### config.mk
export PLATFORM = sky130hd
export DESIGN_NAME = s_expression_tokenizer_top
export DESIGN_NICKNAME = d
export VERILOG_FILES = /design/src/rtl/sxt_pkg.sv /design/src/rtl/sxt_fifo.sv /design/src/rtl/sxt_lexer.sv /design/src/rtl/s_expression_tokenizer_top.sv
export VERILOG_INCLUDE_DIRS = /design/src /design/src/rtl
export SDC_FILE = /design/constraint.sdc
export NUM_CORES = 1
export LEC_CHECK = 0
export BUFFER_PORTS_ARGS = -buffer_cell sky130_fd_sc_hd__buf_4
export CORE_MARGIN = 2
export CORE_UTILIZATION = 57
export DETAILED_ROUTE_END_ITERATION = 6
export HOLD_SLACK_MARGIN = 0.08
export PLACE_DENSITY = 0.83
export SYNTH_ARGS = -nofsm -noshare
export SYNTH_HDL_FRONTEND = slang
export SYNTH_SLANG_ARGS = --single-unit
export TNS_END_PERCENT = 50
### constraint.sdc
create_clock -name clk -period 10.2 [get_ports clk]
set_input_delay 2.04 -clock clk [delete_from_list [all_inputs] [get_ports clk]]
set_output_delay 2.04 -clock clk [all_outputs]
set_load 0.05 [all_outputs]
### src/rtl/s_expression_tokenizer_top_macros.svh
// Assertion macros for the S-expression tokenizer.
`ifndef S_EXPRESSION_TOKENIZER_TOP_MACROS_SVH
`define S_EXPRESSION_TOKENIZER_TOP_MACROS_SVH

`ifndef NO_ASSERTIONS

// Same-cycle implication, checked on every rising clk outside reset.
`define SXT_ASSERT_IMPL(label, ante, cons) \
	label: assert property (@(posedge clk) disable iff (!arst_n) (ante) |-> (cons)) \
		else $error("sxt assertion failed");

// Next-cycle implication, checked on every rising clk outside reset.
`define SXT_ASSERT_NEXT(label, ante, cons) \
	label: assert property (@(posedge clk) disable iff (!arst_n) (ante) |=> (cons)) \
		else $error("sxt assertion failed");

`else

`define SXT_ASSERT_IMPL(label, ante, cons)
`define SXT_ASSERT_NEXT(label, ante, cons)

`endif

`endif

### src/rtl/sxt_pkg.sv
`timescale 1ns / 1ps
`default_nettype none

package sxt_pkg;

	localparam int MAX_TEXT_LEN = 65536;
	localparam int POS_MAX_INT  = ((MAX_TEXT_LEN - 1) < 65535) ? (MAX_TEXT_LEN - 1) : 65535;
	localparam logic [15:0] POS_MAX = 16'(POS_MAX_INT);

	localparam int FIFO_DEPTH = 4;
	localparam int FIFO_AW    = $clog2(FIFO_DEPTH);
	localparam int LVL_W      = $clog2(FIFO_DEPTH + 1);

	localparam logic [7:0] CH_NUL    = 8'h00;
	localparam logic [7:0] CH_TAB    = 8'h09;
	localparam logic [7:0] CH_CR     = 8'h0D;
	localparam logic [7:0] CH_SPACE  = 8'h20;
	localparam logic [7:0] CH_DQUOTE = 8'h22;
	localparam logic [7:0] CH_QUOTE  = 8'h27;
	localparam logic [7:0] CH_OPEN   = 8'h28;
	localparam logic [7:0] CH_CLOSE  = 8'h29;
	localparam logic [7:0] CH_DOT    = 8'h2E;
	localparam logic [7:0] CH_ZERO   = 8'h30;
	localparam logic [7:0] CH_NINE   = 8'h39;
	localparam logic [7:0] CH_QMARK  = 8'h3F;
	localparam logic [7:0] CH_BSLASH = 8'h5C;

	typedef enum logic [3:0] {
		K_QUOTE  = 4'd0,
		K_DOT    = 4'd1,
		K_OPEN   = 4'd2,
		K_CLOSE  = 4'd3,
		K_STRING = 4'd4,
		K_CHAR   = 4'd5,
		K_NUMBER = 4'd6,
		K_SYMBOL = 4'd7,
		K_END    = 4'd8,
		K_ERROR  = 4'd9
	} kind_t;

	typedef struct packed {
		kind_t       kind;
		logic [15:0] start;
		logic [15:0] length;
		logic        last;
	} res_t;

	typedef struct packed {
		logic [1:0] count;
		res_t       r0;
		res_t       r1;
	} lex_out_t;

endpackage

`default_nettype wire

### src/rtl/sxt_fifo.sv
`timescale 1ns / 1ps
`default_nettype none

module sxt_fifo import sxt_pkg::*; (
	input  wire logic             clk,
	input  wire logic             arst_n,
	input  wire logic [1:0]       push_cnt,
	input  wire res_t             din0,
	input  wire res_t             din1,
	input  wire logic             pop,
	output      res_t             head,
	output      logic [LVL_W-1:0] level
);

	res_t               mem [FIFO_DEPTH];
	logic [FIFO_AW-1:0] wr_ptr_q;
	logic [FIFO_AW-1:0] rd_ptr_q;
	logic [LVL_W-1:0]   level_q;
	logic [FIFO_AW-1:0] wr_ptr_1;

	assign wr_ptr_1 = wr_ptr_q + FIFO_AW'(1);
	assign head     = mem[rd_ptr_q];
	assign level    = level_q;

	always_ff @(posedge clk) begin
		if (push_cnt != 2'd0) begin
			mem[wr_ptr_q] <= din0;
		end
		if (push_cnt == 2'd2) begin
			mem[wr_ptr_1] <= din1;
		end
	end

	always_ff @(posedge clk or negedge arst_n) begin
		if (!arst_n) begin
			wr_ptr_q <= '0;
			rd_ptr_q <= '0;
			level_q  <= '0;
		end else begin
			wr_ptr_q <= wr_ptr_q + FIFO_AW'(push_cnt);
			if (pop) begin
				rd_ptr_q <= rd_ptr_q + FIFO_AW'(1);
			end
			level_q <= level_q + LVL_W'(push_cnt) - LVL_W'(pop);
		end
	end

endmodule

`default_nettype wire

### src/rtl/sxt_lexer.sv
`timescale 1ns / 1ps
`default_nettype none

module sxt_lexer import sxt_pkg::*; (
	input  wire logic       clk,
	input  wire logic       arst_n,
	input  wire logic       advance,
	input  wire logic [7:0] char_code,
	output      lex_out_t   res
);

	typedef enum logic [2:0] {
		M_IDLE,
		M_STRING,
		M_CHAR,
		M_NUMBER,
		M_SYMBOL
	} mode_t;

	mode_t       mode_q;
	logic [15:0] pos_q;
	logic [15:0] begin_q;
	logic        bs_q;

	logic        is_sp;
	logic        is_sep;
	logic        st_emit;
	kind_t       st_kind;
	logic [15:0] st_len;
	mode_t       st_mode;
	logic        st_begin;
	logic        st_over;

	mode_t       nmode;
	logic [15:0] nbegin;
	logic        over;
	logic [15:0] diff;
	logic [16:0] str_len;
	logic [15:0] str_len_sat;
	logic [1:0]  cnt;
	res_t        r0;
	res_t        r1;

	function automatic res_t mk_res(kind_t k, logic [15:0] s, logic [15:0] l);
		res_t r;
		r.kind   = k;
		r.start  = s;
		r.length = l;
		r.last   = 1'b0;
		return r;
	endfunction

	assign is_sp  = (char_code == CH_SPACE) || ((char_code >= CH_TAB) && (char_code <= CH_CR));
	assign is_sep = is_sp || (char_code == CH_NUL) || (char_code == CH_QUOTE) ||
		(char_code == CH_DQUOTE) || (char_code == CH_OPEN) || (char_code == CH_CLOSE);

	// token start on a byte seen between tokens
	always_comb begin
		st_emit  = 1'b0;
		st_kind  = K_END;
		st_len   = 16'd0;
		st_mode  = M_IDLE;
		st_begin = 1'b0;
		st_over  = 1'b0;
		if (!is_sp) begin
			unique case (char_code)
				CH_NUL: begin
					st_emit = 1'b1;
					st_kind = K_END;
					st_over = 1'b1;
				end
				CH_QUOTE: begin
					st_emit = 1'b1;
					st_kind = K_QUOTE;
					st_len  = 16'd1;
				end
				CH_DOT: begin
					st_emit = 1'b1;
					st_kind = K_DOT;
					st_len  = 16'd1;
				end
				CH_OPEN: begin
					st_emit = 1'b1;
					st_kind = K_OPEN;
					st_len  = 16'd1;
				end
				CH_CLOSE: begin
					st_emit = 1'b1;
					st_kind = K_CLOSE;
					st_len  = 16'd1;
				end
				CH_DQUOTE: begin
					st_mode  = M_STRING;
					st_begin = 1'b1;
				end
				CH_QMARK: begin
					st_mode  = M_CHAR;
					st_begin = 1'b1;
				end
				default: begin
					st_mode  = ((char_code >= CH_ZERO) && (char_code <= CH_NINE)) ?
						M_NUMBER : M_SYMBOL;
					st_begin = 1'b1;
				end
			endcase
		end
	end

	assign diff        = pos_q - begin_q;
	assign str_len     = {1'b0, diff} + 17'd1;
	assign str_len_sat = str_len[16] ? 16'hFFFF : str_len[15:0];

	always_comb begin
		nmode  = mode_q;
		nbegin = begin_q;
		over   = 1'b0;
		cnt    = 2'd0;
		r0     = '0;
		r1     = '0;
		unique case (mode_q)
			M_STRING: begin
				if (char_code == CH_NUL) begin
					r0   = mk_res(K_ERROR, begin_q, diff);
					cnt  = 2'd1;
					over = 1'b1;
				end else if ((char_code == CH_DQUOTE) && !bs_q) begin
					r0    = mk_res(K_STRING, begin_q, str_len_sat);
					cnt   = 2'd1;
					nmode = M_IDLE;
				end
			end
			M_CHAR: begin
				if (char_code == CH_NUL) begin
					r0   = mk_res(K_ERROR, begin_q, 16'd1);
					over = 1'b1;
				end else begin
					r0 = mk_res(K_CHAR, pos_q, 16'd1);
				end
				cnt   = 2'd1;
				nmode = M_IDLE;
			end
			M_NUMBER, M_SYMBOL: begin
				if (is_sep) begin
					r0    = mk_res((mode_q == M_NUMBER) ? K_NUMBER : K_SYMBOL, begin_q, diff);
					nmode = st_mode;
					over  = st_over;
					if (st_begin) begin
						nbegin = pos_q;
					end
					if (st_emit) begin
						r1  = mk_res(st_kind, pos_q, st_len);
						cnt = 2'd2;
					end else begin
						cnt = 2'd1;
					end
				end
			end
			default: begin
				nmode = st_mode;
				over  = st_over;
				if (st_begin) begin
					nbegin = pos_q;
				end
				if (st_emit) begin
					r0  = mk_res(st_kind, pos_q, st_len);
					cnt = 2'd1;
				end
			end
		endcase
		if (cnt == 2'd1) begin
			r0.last = 1'b1;
		end
		if (cnt == 2'd2) begin
			r1.last = 1'b1;
		end
	end

	assign res.count = advance ? cnt : 2'd0;
	assign res.r0    = r0;
	assign res.r1    = r1;

	always_ff @(posedge clk or negedge arst_n) begin
		if (!arst_n) begin
			mode_q  <= M_IDLE;
			pos_q   <= '0;
			begin_q <= '0;
			bs_q    <= 1'b0;
		end else if (advance) begin
			if (over) begin
				mode_q  <= M_IDLE;
				pos_q   <= '0;
				begin_q <= '0;
				bs_q    <= 1'b0;
			end else begin
				mode_q  <= nmode;
				begin_q <= nbegin;
				bs_q    <= (char_code == CH_BSLASH);
				if (pos_q < POS_MAX) begin
					pos_q <= pos_q + 16'd1;
				end
			end
		end
	end

endmodule

`default_nettype wire

### src/rtl/s_expression_tokenizer_top.sv
// S-expression tokenizer.
// Input channel: char_valid / char_stall / char_code, one text byte per beat;
// byte 0 ends the text and the next byte starts a new text at offset 0.
// Output channel: token_valid / token_stall with token_kind, token_start,
// token_length and last_of_run; a byte causes zero, one or two tokens, and
// last_of_run marks the final token of that byte.
// Path: a taken byte waits in the input register, is lexed combinationally,
// and its tokens are written into the queue, which drives the output.
// Throughput: one byte per cycle while the queue has room, set by the lexer
// step behind the input register; tokens leave one per cycle unless stalled
// via a four-entry queue, so two-token bytes are paced at one token per cycle.
// Stall: when the receiver holds token_stall the queue fills; the input
// register keeps its byte and char_stall rises once fewer than two queue
// entries are free. No token is dropped.
// Reset: arst_n clears the lexer to idle between tokens at offset 0 and
// empties the input register and the queue.
`timescale 1ns / 1ps
`default_nettype none
`include "s_expression_tokenizer_top_macros.svh"

module s_expression_tokenizer_top import sxt_pkg::*; (
	input  wire logic        clk,
	input  wire logic        arst_n,
	input  wire logic        char_valid,
	output      logic        char_stall,
	input  wire logic [7:0]  char_code,
	output      logic        token_valid,
	input  wire logic        token_stall,
	output      logic [3:0]  token_kind,
	output      logic [15:0] token_start,
	output      logic [15:0] token_length,
	output      logic        last_of_run
);

	logic             valid_s1;
	logic [7:0]       char_s1;
	logic             room;
	logic             advance;
	logic             accept;
	logic             pop;
	lex_out_t         lex;
	res_t             head;
	logic [LVL_W-1:0] level;

	assign room       = level <= LVL_W'(FIFO_DEPTH - 2);
	assign advance    = valid_s1 && room;
	assign char_stall = valid_s1 && !room;
	assign accept     = char_valid && !char_stall;

	always_ff @(posedge clk or negedge arst_n) begin
		if (!arst_n) begin
			valid_s1 <= 1'b0;
		end else if (accept) begin
			valid_s1 <= 1'b1;
		end else if (advance) begin
			valid_s1 <= 1'b0;
		end
	end

	always_ff @(posedge clk) begin
		if (accept) begin
			char_s1 <= char_code;
		end
	end

	sxt_lexer u_lexer (
		.clk       (clk),
		.arst_n    (arst_n),
		.advance   (advance),
		.char_code (char_s1),
		.res       (lex)
	);

	sxt_fifo u_fifo (
		.clk      (clk),
		.arst_n   (arst_n),
		.push_cnt (lex.count),
		.din0     (lex.r0),
		.din1     (lex.r1),
		.pop      (pop),
		.head     (head),
		.level    (level)
	);

	assign token_valid  = level != '0;
	assign pop          = token_valid && !token_stall;
	assign token_kind   = head.kind;
	assign token_start  = head.start;
	assign token_length = head.length;
	assign last_of_run  = head.last;

	`SXT_ASSERT_IMPL(a_level_bound, 1'b1, level <= LVL_W'(FIFO_DEPTH))
	`SXT_ASSERT_IMPL(a_pair_last, lex.count == 2'd2, !lex.r0.last && lex.r1.last)
	`SXT_ASSERT_NEXT(a_push_visible, lex.count != 2'd0, token_valid)

endmodule

`default_nettype wire
==> impl_metrics.toml <==
[outcome]
run_status = "finished, final reports clean"

[sta]
timing.final.max_slew_violations = 0
fmax_achieved_ghz = 0.228
timing.clock.skew_ps = 10.4
final.setup.tns_ps = 0
tightestPinTransition_ps = 1310
slew_headroom = 0.127
share_of_the_clock_period_used_by_the_worst_path_after_layout = 0.429
finalSetupViolations = 0
rsz0062_at_grt = "no"
post-route-min-period_ps = 4380
timing_hold_violations_final = 0

[setup_path]
critical_path.max_fanout = 30
critPathKind = "reg2reg"
cp_data_arrival_time_ps = 4440
reg2reg_depth = 9
crit_path_end_kind = "flip-flop"
critical_path_required_ps = 10270
startpoint_kind_of_the_worst_setup_timing_path = "flip-flop"

[hold_path]
min_delay_path_depth = 2
timing.hold.worst.class = "reg2reg"

[layout]
antenna_cells = 0
multi_input_area_sq_mm = 0.00520
seqCellArea_sq_mm = 0.00515
nNetsFinal = 1102
fillerInstances = 1421
area.growth.synth_to_final_pct = 9.72
post_route_cells_drive_above_1_share = 0.151

[clocking]
cts-root-buf = "sky130_fd_sc_hd__clkbuf_16"
cts_post_setup_buffers_inserted = 0
cts-htree-levels = 4
clock_insertion_delay_worst_skew_ps = 440
tritoncts = "yes"
count_of_hold_buffers_inserted_by_post_cts_repair = 0
cts.clk_slew.worst_paths_ps = 70
numCtsBuffers = 17
numClockSinks = 200
number_of_instances_resized_during_post_cts_repair = 0
clock_tree.buffer_depth = 2

[route]
drt_pass1_iterations = 6
via_count = 9038
detail_route.vias_per_cell = 6.88
drc_errors_left = 0
initialDrtViolationCount = 1287
routedWlPerCell_microns = 21.6
ant_nets = 0
totalWireLength_microns = 28400

[logic_synthesis]
synth_async_sr_flop_share = 0.220
ys_dominant_reg_cell = "sky130_fd_sc_hd__edfxtp_1"
number_of_standard_cells_after_synthesis = 1058
yosys_warnings = 0
edff_count_synth = 92
sequential_cell_area_fraction_in_the_yosys_report = 0.476
yosys_register_bits = 200
netlist_area_sq_mm = 0.0108
number_of_nets_produced_by_synthesis = 1093
synth_cell_type_count = 79
synth_area_per_cell_sq_um = 10.2

[place]
place_congestion = 0.953
detailedPlacementHpwl_microns = 19200
buffer_ports.inserted = 50

[global_routing]
grt_first_pass_wirelength_microns = 45400
number_of_antenna_violations_at_the_first_check_in_global_routing = 0
first_global_vias = 8326
grt_max_degree = 45
grtUsageTotal = 0.288
grt_remaining_overflow = 0

[floorplan]
design.die.area_sq_mm = 0.0201
initial_utilization = 0.579
chipWidth_microns = 142
die_height_microns = 142
design.portCount = 51
floorplan.core_area_sq_mm = 0.0186
std_cell_rows = 50

[power_and_ir_drop]
leakage_nw = 4.19
ir_worst_vdd_mv = 0.144
power_density_mw_per_mm2 = 284
total_power_w = 0.00336

[run]
max-cap-violations = 0
-- worst max-delay path, cell delays in order, from the launching register on --
cell,delay (ps)
sky130_fd_sc_hd__edfxtp_1,550
sky130_fd_sc_hd__nor2_1,310
sky130_fd_sc_hd__nand2_1,130
sky130_fd_sc_hd__nor3b_2,600
sky130_fd_sc_hd__nor2_1,260
sky130_fd_sc_hd__nor3_2,340
sky130_fd_sc_hd__inv_2,120
sky130_fd_sc_hd__or2_2,600
sky130_fd_sc_hd__and2_1,380
sky130_fd_sc_hd__inv_1,710
-- flip-flops by register name, indices dropped and copies added (netlist names) --
signal	count
u_fifo.level	3
valid_s1	1
u_fifo.wr_ptr_q	2
u_lexer.mode_q	3
u_fifo.rd_ptr_q	2
char_s1	8
u_lexer.pos_q	16
u_lexer.begin_q	16
u_lexer.bs_q	1
u_fifo.mem	148
-- per-layer routing --
metal | routed length, microns | vias to the layer above | GRT usage
met4 | 829 | 0 | 0.109
li1 | - | 4053 | -
met1 | 11400 | 4336 | 0.412
met2 | 13200 | 570 | 0.444
met3 | 3040 | 79 | 0.0493
met5 | 0 | - | 0
-- stage by stage --
step / utilization / cells / hold WS, ps / setup slack, ps / cell area (sq um)
detailed placement: 0.604 / 1282 / 442 / 5980 / 11300
global placement: 0.604 / 1282 / 436 / 6050 / 11300
floorplan: - / 1058 / 425 / 6050 / 10800
CTS: 0.636 / 1314 / 452 / 5840 / 11900
global route: 0.636 / 1314 / 462 / 5560 / 11900
finish: 0.636 / 1314 / 452 / 5820 / 11900
-- power breakdown --
| part | total, W | internal (W) | switching (W) | leakage, nW |
|---|---|---|---|---|
| clock network | 0.000669 | 0.000348 | 0.000321 | 0.293 |
| registers | 0.00108 | 0.000967 | 0.000110 | 1.92 |
| logic | 0.00162 | 0.000569 | 0.00105 | 1.98 |
-- layout by cell type, fill, tap and decap left out, types with 12 or more instances in the layout --
master,count
sky130_fd_sc_hd__o21ai_1,36
sky130_fd_sc_hd__o22ai_1,91
sky130_fd_sc_hd__a22o_1,18
sky130_fd_sc_hd__mux4_2,37
sky130_fd_sc_hd__dfxtp_1,64
sky130_fd_sc_hd__nand2b_1,20
sky130_fd_sc_hd__ha_1,21
sky130_fd_sc_hd__nand2_1,94
sky130_fd_sc_hd__o21ai_0,67
sky130_fd_sc_hd__a22oi_1,21
sky130_fd_sc_hd__edfxtp_1,92
sky130_fd_sc_hd__clkbuf_16,18
sky130_fd_sc_hd__xnor2_1,13
sky130_fd_sc_hd__inv_1,39
sky130_fd_sc_hd__a21oi_1,42
sky130_fd_sc_hd__nor3_1,12
sky130_fd_sc_hd__dfrtp_1,43
sky130_fd_sc_hd__buf_4,64
sky130_fd_sc_hd__nor2_1,44
sky130_fd_sc_hd__nand3_1,63
-- cell type report --
type / instances / area share
timing repair buffer: 64 / 0.0405
multi-input combinational: 744 / 0.439
tap: 234 / 0.0247
inverter: 40 / 0.0127
clock buffer: 20 / 0.0403
clock inverter: 12 / 0.00866
sequential: 200 / 0.434
-- Yosys cell counts (4+ instances only) --
cell type                  number  share of area
sky130_fd_sc_hd__nor3_1        13         0.0060
sky130_fd_sc_hd__dfrtp_1       44           0.10
sky130_fd_sc_hd__o21ai_1       36          0.017
sky130_fd_sc_hd__nand3_1       63          0.029
sky130_fd_sc_hd__a22o_1        18          0.015
sky130_fd_sc_hd__or3_1         11         0.0064
sky130_fd_sc_hd__nor2_1        44          0.015
sky130_fd_sc_hd__a31oi_1        7         0.0041
sky130_fd_sc_hd__edfxtp_1      92           0.26
sky130_fd_sc_hd__inv_1         39          0.014
sky130_fd_sc_hd__and2_1         7         0.0041
sky130_fd_sc_hd__a22oi_1       21          0.015
sky130_fd_sc_hd__mux4_2        37          0.077
sky130_fd_sc_hd__ha_1          21          0.024
sky130_fd_sc_hd__buf_2          8         0.0037
sky130_fd_sc_hd__nor3b_1        5         0.0035
sky130_fd_sc_hd__nand2b_1      20          0.012
sky130_fd_sc_hd__a21o_1         8         0.0056
sky130_fd_sc_hd__a21boi_0       4         0.0028
sky130_fd_sc_hd__clkbuf_1      53          0.018
sky130_fd_sc_hd__o21ai_0       67          0.031
sky130_fd_sc_hd__and3_1         9         0.0052
sky130_fd_sc_hd__nand2_1       94          0.033
sky130_fd_sc_hd__dfxtp_1       64           0.12
sky130_fd_sc_hd__xor2_1        11         0.0089
sky130_fd_sc_hd__o22ai_1       91          0.053
sky130_fd_sc_hd__xnor2_1       13          0.011
sky130_fd_sc_hd__nand3b_1       4         0.0028
sky130_fd_sc_hd__buf_1         10         0.0035
sky130_fd_sc_hd__a21oi_1       42          0.019
sky130_fd_sc_hd__nor2b_1        9         0.0052
sky130_fd_sc_hd__nand4_1        8         0.0046
-- cell families (layout without fill, tap and decap cells) --
family	count (synthesis)	after routing	share of synthesized area
AO/OA/AOI/OAI	344	344	0.205
AND/OR/NAND/NOR	312	312	0.148
XOR/XNOR	24	24	0.0195
adder cells (fa/ha/maj)	23	23	0.0280
buffers and inverters	114	136	0.0426
multiplexers	41	41	0.0812
flip-flops	200	200	0.476
-- final timing paths --
check                                               start                         endpoint  slack (ps)
max                                  char_s1[0]$_DFFE_PP_      u_fifo.mem[3][22]$_DFFE_PP_        5820
min                        u_fifo.mem[0][10]$_SDFFE_PP0N_   u_fifo.mem[0][10]$_SDFFE_PP0N_         450
max reg2reg                          char_s1[0]$_DFFE_PP_      u_fifo.mem[3][22]$_DFFE_PP_        5820
min reg2reg                u_fifo.mem[0][10]$_SDFFE_PP0N_   u_fifo.mem[0][10]$_SDFFE_PP0N_         450
max in group asynchronous                          arst_n   u_fifo.rd_ptr_q[0]$_DFFE_PN0P_        8180
min in group asynchronous                          arst_n  u_lexer.begin_q[13]$_DFFE_PN0P_        1590
Note: power is estimated with default switching activity, not from simulation.
